==> config.mk <==
export PLATFORM = sky130hd
export DESIGN_NAME = rgb_to_gray_multimode
export DESIGN_NICKNAME = d
export VERILOG_FILES = /design/src/hw/rtl/rgb2g_pkg.sv /design/src/hw/rtl/rgb_to_gray_multimode.sv
export SDC_FILE = /design/constraint.sdc
export NUM_CORES = 1
export LEC_CHECK = 0
export ABC_CLOCK_PERIOD_IN_PS = 7300
export BUFFER_PORTS_ARGS = -buffer_cell sky130_fd_sc_hd__buf_4
export CAP_MARGIN = 20
export CORE_MARGIN = 5
export CORE_UTILIZATION = 40
export DETAILED_ROUTE_END_ITERATION = 10
export PLACE_DENSITY = 0.63
export SYNTH_ARGS = -nofsm -noshare
export SYNTH_HDL_FRONTEND = slang
export SYNTH_SLANG_ARGS = --single-unit
==> constraint.sdc <==
create_clock -name clk_i -period 7.3 [get_ports clk_i]
set_input_delay 1.46 -clock clk_i [delete_from_list [all_inputs] [get_ports clk_i]]
set_output_delay 1.46 -clock clk_i [all_outputs]
set_load 0.03 [all_outputs]
==> src/hw/rtl/rgb2g_pkg.sv <==
// rgb2g_pkg: mode codes, field widths and the luma weight table for the
// RGB to gray converter. No dependencies.
`default_nettype none

package rgb2g_pkg;

  localparam int unsigned ChW    = 8;
  localparam int unsigned ModeW  = 4;
  localparam int unsigned WeightW = 16;
  localparam int unsigned ProdW  = ChW + WeightW;
  localparam int unsigned SumW   = ChW + 2;
  localparam int unsigned PaddrW = 3;

  // floor(s/3) == (s * 683) >> 11 for every s up to 3*255
  localparam int unsigned DivThreeMul   = 683;
  localparam int unsigned DivThreeShift = 11;
  localparam int unsigned DivThreeMulW  = 10;

  localparam logic [ModeW-1:0] MODE_AVG     = 4'd0;
  localparam logic [ModeW-1:0] MODE_W_EVEN  = 4'd1;
  localparam logic [ModeW-1:0] MODE_BT709   = 4'd2;
  localparam logic [ModeW-1:0] MODE_BT601   = 4'd3;
  localparam logic [ModeW-1:0] MODE_DESAT   = 4'd4;
  localparam logic [ModeW-1:0] MODE_MAX     = 4'd5;
  localparam logic [ModeW-1:0] MODE_MIN     = 4'd6;
  localparam logic [ModeW-1:0] MODE_RED     = 4'd7;
  localparam logic [ModeW-1:0] MODE_GREEN   = 4'd8;
  localparam logic [ModeW-1:0] MODE_BLUE    = 4'd9;
  localparam logic [ModeW-1:0] MODE_POSTER  = 4'd10;
  localparam logic [ModeW-1:0] MODE_RESET   = MODE_POSTER;

  localparam logic [ChW-1:0] PosterMask = 8'hF0;
  localparam logic [ChW-1:0] PosterMid  = 8'h08;

  typedef struct packed {
    logic [WeightW-1:0] wr;
    logic [WeightW-1:0] wg;
    logic [WeightW-1:0] wb;
  } weights_t;

  // Q0.16 weights; each triple sums to 65536
  function automatic weights_t weights_for(input logic [ModeW-1:0] mode);
    weights_t w;
    w = '0;
    case (mode)
      MODE_W_EVEN: w = '{16'd19661, 16'd38666, 16'd7209};
      MODE_BT709:  w = '{16'd13933, 16'd46871, 16'd4732};
      MODE_BT601,
      MODE_POSTER: w = '{16'd19595, 16'd38470, 16'd7471};
      default:     w = '0;
    endcase
    return w;
  endfunction

endpackage

`default_nettype wire

==> src/hw/rtl/rgb_to_gray_multimode.sv <==
// Throughput one pixel per clock while m_axis_tready is high. Three register
// stages (input, products/extremes, output) advance under a per-stage
// valid/ready chain, so a full pipeline holds three pixels.
// Reset (rst_ni low, asynchronous) empties the pipeline and sets mode to 10.
// Each pixel carries the mode in force when it was taken.
`default_nettype none

module rgb_to_gray_multimode
  import rgb2g_pkg::*;
(
  input  wire logic                  clk_i,
  input  wire logic                  rst_ni,
  // configuration
  input  wire logic                  psel,
  input  wire logic                  penable,
  input  wire logic                  pwrite,
  input  wire logic [PaddrW-1:0]     paddr,
  input  wire logic [31:0]           pwdata,
  output logic      [31:0]           prdata,
  output logic                       pready,
  // pixel in
  input  wire logic                  s_axis_tvalid,
  output logic                       s_axis_tready,
  input  wire logic [3*ChW-1:0]      s_axis_tdata,  // red [7:0], green [15:8], blue [23:16]
  // pixel out
  output logic                       m_axis_tvalid,
  input  wire logic                  m_axis_tready,
  output logic      [3*ChW-1:0]      m_axis_tdata   // out_red, out_green, out_blue, low up
);

  logic [ModeW-1:0] mode_q;
  logic             cfg_wr;
  logic             cfg_sel0;

  assign pready   = 1'b1;
  assign cfg_sel0 = (paddr[PaddrW-1] == 1'b0);
  assign cfg_wr   = psel && penable && pwrite && cfg_sel0;
  assign prdata   = cfg_sel0 ? {{(32-ModeW){1'b0}}, mode_q} : 32'd0;

  always_ff @(posedge clk_i or negedge rst_ni) begin
    if (!rst_ni) begin
      mode_q <= MODE_RESET;
    end else if (cfg_wr) begin
      mode_q <= pwdata[ModeW-1:0];
    end
  end

  // stage handshake
  logic v1_q, v2_q, v3_q;
  logic adv1, adv2, adv3;

  assign adv3 = !v3_q || m_axis_tready;
  assign adv2 = !v2_q || adv3;
  assign adv1 = !v1_q || adv2;
  assign s_axis_tready = adv1;
  assign m_axis_tvalid = v3_q;

  always_ff @(posedge clk_i or negedge rst_ni) begin
    if (!rst_ni) begin
      v1_q <= 1'b0;
      v2_q <= 1'b0;
      v3_q <= 1'b0;
    end else begin
      if (adv1) v1_q <= s_axis_tvalid;
      if (adv2) v2_q <= v1_q;
      if (adv3) v3_q <= v2_q;
    end
  end

  // stage 1: capture
  logic [ChW-1:0]   r1_q, g1_q, b1_q;
  logic [ModeW-1:0] mode1_q;

  always_ff @(posedge clk_i) begin
    if (adv1 && s_axis_tvalid) begin
      r1_q    <= s_axis_tdata[ChW-1:0];
      g1_q    <= s_axis_tdata[2*ChW-1:ChW];
      b1_q    <= s_axis_tdata[3*ChW-1:2*ChW];
      mode1_q <= mode_q;
    end
  end

  // stage 2: weighted products, average, extremes
  weights_t                w1;
  logic [SumW-1:0]         sum1;
  logic [SumW+DivThreeMulW-1:0] avg_prod;
  logic [ChW-1:0]          mn1, mx1;

  assign w1       = weights_for(mode1_q);
  assign sum1     = SumW'(r1_q) + SumW'(g1_q) + SumW'(b1_q);
  assign avg_prod = (SumW+DivThreeMulW)'(sum1) * (SumW+DivThreeMulW)'(DivThreeMul);

  always_comb begin
    mn1 = r1_q;
    if (g1_q < mn1) mn1 = g1_q;
    if (b1_q < mn1) mn1 = b1_q;
    mx1 = r1_q;
    if (g1_q > mx1) mx1 = g1_q;
    if (b1_q > mx1) mx1 = b1_q;
  end

  logic [ProdW-1:0] pr2_q, pg2_q, pb2_q;
  logic [ChW-1:0]   avg2_q, mn2_q, mx2_q, r2_q, g2_q, b2_q;
  logic [ModeW-1:0] mode2_q;

  always_ff @(posedge clk_i) begin
    if (adv2 && v1_q) begin
      pr2_q   <= ProdW'(w1.wr) * ProdW'(r1_q);
      pg2_q   <= ProdW'(w1.wg) * ProdW'(g1_q);
      pb2_q   <= ProdW'(w1.wb) * ProdW'(b1_q);
      avg2_q  <= avg_prod[DivThreeShift +: ChW];
      mn2_q   <= mn1;
      mx2_q   <= mx1;
      r2_q    <= r1_q;
      g2_q    <= g1_q;
      b2_q    <= b1_q;
      mode2_q <= mode1_q;
    end
  end

  // stage 3: luma sum and output select
  logic [ProdW-1:0] luma_sum;
  logic [ChW-1:0]   luma;
  logic [ChW:0]     desat_sum;
  logic [ChW-1:0]   gray_v;
  logic             is_gray;
  logic [ChW-1:0]   or_d, og_d, ob_d;

  assign luma_sum  = pr2_q + pg2_q + pb2_q;
  assign luma      = luma_sum[ProdW-1 -: ChW];
  assign desat_sum = {1'b0, mn2_q} + {1'b0, mx2_q};

  always_comb begin
    gray_v  = '0;
    is_gray = 1'b1;
    or_d    = '0;
    og_d    = '0;
    ob_d    = '0;
    case (mode2_q)
      MODE_AVG:    gray_v = avg2_q;
      MODE_W_EVEN,
      MODE_BT709,
      MODE_BT601:  gray_v = luma;
      MODE_DESAT:  gray_v = desat_sum[ChW:1];
      MODE_MAX:    gray_v = mx2_q;
      MODE_MIN:    gray_v = mn2_q;
      MODE_RED: begin
        is_gray = 1'b0;
        or_d    = r2_q;
      end
      MODE_GREEN: begin
        is_gray = 1'b0;
        og_d    = g2_q;
      end
      MODE_BLUE: begin
        is_gray = 1'b0;
        ob_d    = b2_q;
      end
      MODE_POSTER: gray_v = (luma & PosterMask) | PosterMid;
      default:     is_gray = 1'b0;
    endcase
    if (is_gray) begin
      or_d = gray_v;
      og_d = gray_v;
      ob_d = gray_v;
    end
  end

  logic [3*ChW-1:0] out_q;

  always_ff @(posedge clk_i) begin
    if (adv3 && v2_q) begin
      out_q <= {ob_d, og_d, or_d};
    end
  end

  assign m_axis_tdata = out_q;

endmodule

`default_nettype wire

==> results.md <==
- Inserted Clock Buffers: 17
- Hold Path Class: flop to flop
- CTS tree: built
- Root buffer cell: clkbuf_16
- Multi-input logic area: 13300 µm²
- Worst IR Drop VDD: just under 0.6 mV
- Clock share of power: 9.7%
- Final core utilization: 44.1%
- Number of enable flip-flop cells after synthesis: around 180
- Final antenna-violating net count: 0
- GPL Wtd Cong: around 0.94
- Core Region: 51100 µm²
- Mapped cell area: 20500 µm²
- CP Max Fanout: 4
- Post-synthesis cell type count: 76
- FF+latch count, synth: 182
- Global-route wire length before repair: 80500 µm
- Clock slew at reported path FFs: 0.08 ns
- Layout net count: around 2600
- Largest net degree at the start of global routing: 65
- Pleak: 0.0114 µW
- CTS Hold Bufs: 0
- Tot Pwr: 9940 µW
- Slew headroom: between 20 and 30%
- Seq/Total Area, Yosys: 26.5%
- Commonest cells in the synthesized netlist: 414 x inv_1, 303 x ha_1, 226 x fa_1
- Row cnt: 83
- First drt pass iteration count: 5
- Worst r2r path cells: 29
- Mapped Cells: 1951
- WHS: approximately 0.5 ns
- # H-tree levels: 4
- PortBufs: 65
- Crit share post-route: a little over nine tenths
- Fin crit period: 6.94 ns
- GR Util All Layers: 18.2%
- # DRC: 0
- Vias per inst: a little over 5
- Crit end category: flop
- CP max stage cell: fa_1
- Post-synth top area cell: edfxtp_1
- Status: completed
- Initial Utilization: 40.1%
- Ys Warns: 0
- Final non-filler cell total: 2739
- Top cells by area, synth: edfxtp_1 26%, fa_1 22%, ha_1 18%
- Reg area: between 5000 and 6000 µm²
- R2R setup slack: approximately 0.36 ns
- Crit-path max cell delay: 0.55 ns
- # clock sinks: 182
- Logic gate share of total power: 71.6%
- Max Cap Viol: 0
- Most common cell in the netlist: inv_1
- Routed via count: 13800
- Layout cells sized above 1: 8.55%
- Die area: 55900 µm²
- Fmax: 144 MHz
- Chip height: 236 µm
- Sw Pwr: approximately 4700 µW
- Max Slew Vio Count: 0
- Clock tree buffer depth: 2
- Asr flop ratio synth: roughly 3.8%
- Mean Syn Cell Area: 10.5 µm²
- Inst Count DP: 2706
- Worst-margin pin slew: 1.07 ns
- Hold Startpoint: mode_q[2]
- Final number of setup-violating endpoints: 0
- Io pins: 125
- Flop pwr share: 18.8%
- Dpl cell area: roughly 22000 µm²
- Area added between synthesis and finish: 9.84%
- Fin. Hold Viols: 0
- Initial antenna violation count: 4
- HPWL after detailed placement: 41700 µm
- Gr ovfl total: 0
- Critical path arrival: 7.15 ns
- Wire per inst: 18.3 µm
- Ys flop type: edfxtp_1
- Worst Skew: 0.0104 ns
- Post-Route WL: 50000 µm
- Crit Path Class: flop to flop
- Number of global-route vias before repair: 14900
- Layout fillers: 4859
- Hold depth: 0
- Finished Cell Area: between 20000 and 25000 µm²
- Reg2reg end: avg2_q[6]
- Pwr per Cell Area: around 440 nW/µm²
- Cell repeated most along the worst path: inv_1
- Crit path launch: r1_q[1]
- Net Sw Frac: a little under half
- Cell-internal power: 5210 µW
- Share of the synthesized area in the top cell type: 25.6%
- 1st-iter DRT viols: 773
- Hold endpoint: mode1_q[2]
- Latest clock arrival within the worst-skew pair: between 0.4 and 0.5 ns
- Die Wd: about 240 µm
- RR Startpoint: r1_q[1]
- Worst Path Required: 7.51 ns
- CP Launch Type: flop
==> sequential cells by signal, indices dropped and copies added (netlist names) <==
signal,flops
m_axis_tvalid,1
r1_q,8
v2_q,1
g1_q,8
mn2_q,8
mode2_q,4
r2_q,8
b2_q,8
avg2_q,8
mode_q,4
g2_q,8
mode1_q,4
pg2_q,24
v1_q,1
b1_q,8
pb2_q,23
mx2_q,8
pr2_q,24
m_axis_tdata,24
==> final cells by class <==
type / instances / share of cell area [%]
Timing Repair Buffer: 98 / 3.27
Inverter: 414 / 6.90
Antenna cell: 1 / 0.0111
Sequential cell: 182 / 24.1
Clock inverter: 15 / 0.833
Multi-Input combinational cell: 1332 / 59.2
Clock buffer: 17 / 1.89
Tap cell: 680 / 3.78
==> routing by layer <==
layer / vias up / track usage [%] / part of all wire [%]
li1: 6617 / - / -
met1: 6787 / 24.4 / 45
met2: 347 / 30.1 / 48
met3: 87 / 2.95 / 4.8
met4: 2 / 6.10 / 2.8
met5: - / 0 / 0.026
==> cell usage in the layout (no fill, tap or decap), types with 50 or more instances in the layout <==
cell      Yosys  routed
nand2_1     108     108
edfxtp_1    175     175
a21oi_1      89      88
ha_1        303     303
xnor2_1      60      60
fa_1        226     226
nor2_1       64      64
and2_1       51      50
buf_4        30      98
inv_1       414     414
==> timing repair <==
item / in CTS / in global routing
buffers inserted: 0 / 0
endpoints found under the setup margin: 0 / 2
gates resized for setup: 0 / 2
==> worst max-delay path: cells and delay by family (launching register included) <==
| kind | cells | cell delay [ns] |
|---|---|---|
| and+or+nand+nor | 3 | 0.40 |
| xor gates and xnor gates | 2 | 0.35 |
| buffers and inverters | 7 | 0.47 |
| DFF | 1 | 0.35 |
| adders and majority gates | 9 | 3.63 |
| AOI/OAI and AO/OA | 8 | 1.49 |
==> power groups by stage <==
stage | combinational, µW | clock, µW | sequential (µW)
floorplan | 5170 | 0 | 1950
global placement | 6780 | 0 | 1890
detailed placement | 6980 | 0 | 1890
CTS | 7060 | 985 | 1870
global route | 8060 | 1020 | 1900
finish | 7110 | 964 | 1860
==> cell families after synthesis <==
group	Yosys count	share of synthesized area [%]
flops	182	26.5
fa+ha+maj	529	40.6
buf+inv	464	9.12
other cells	2	0.0366
xor+xnor	81	3.46
mux	38	1.93
compound gates	275	8.84
simple gates	380	9.55
==> worst max-delay path by stage <==
| stage | to | cells past startpoint | slack, ns |
|---|---|---|---|
| 4_1_cts | avg2_q[6] | 29 | 0.23 |
| 6_report | avg2_q[6] | 29 | 0.36 |
| 3_3_place_gp | avg2_q[6] | 29 | 0.32 |
| 5_1_grt | avg2_q[6] | 29 | -0.02 |
| 3_5_place_dp | avg2_q[6] | 29 | 0.25 |
| 2_1_floorplan | avg2_q[6] | 29 | 0.59 |
==> per-stage QoR <==
stage	setup WS, ns	TNS (ns)
after detailed placement	0.246	0
after CTS	0.227	0
after global routing	-0.0242	-0.0242
final	0.361	0
after global placement	0.320	0
after floorplan	0.586	0
(Power assumes the default switching activity.)
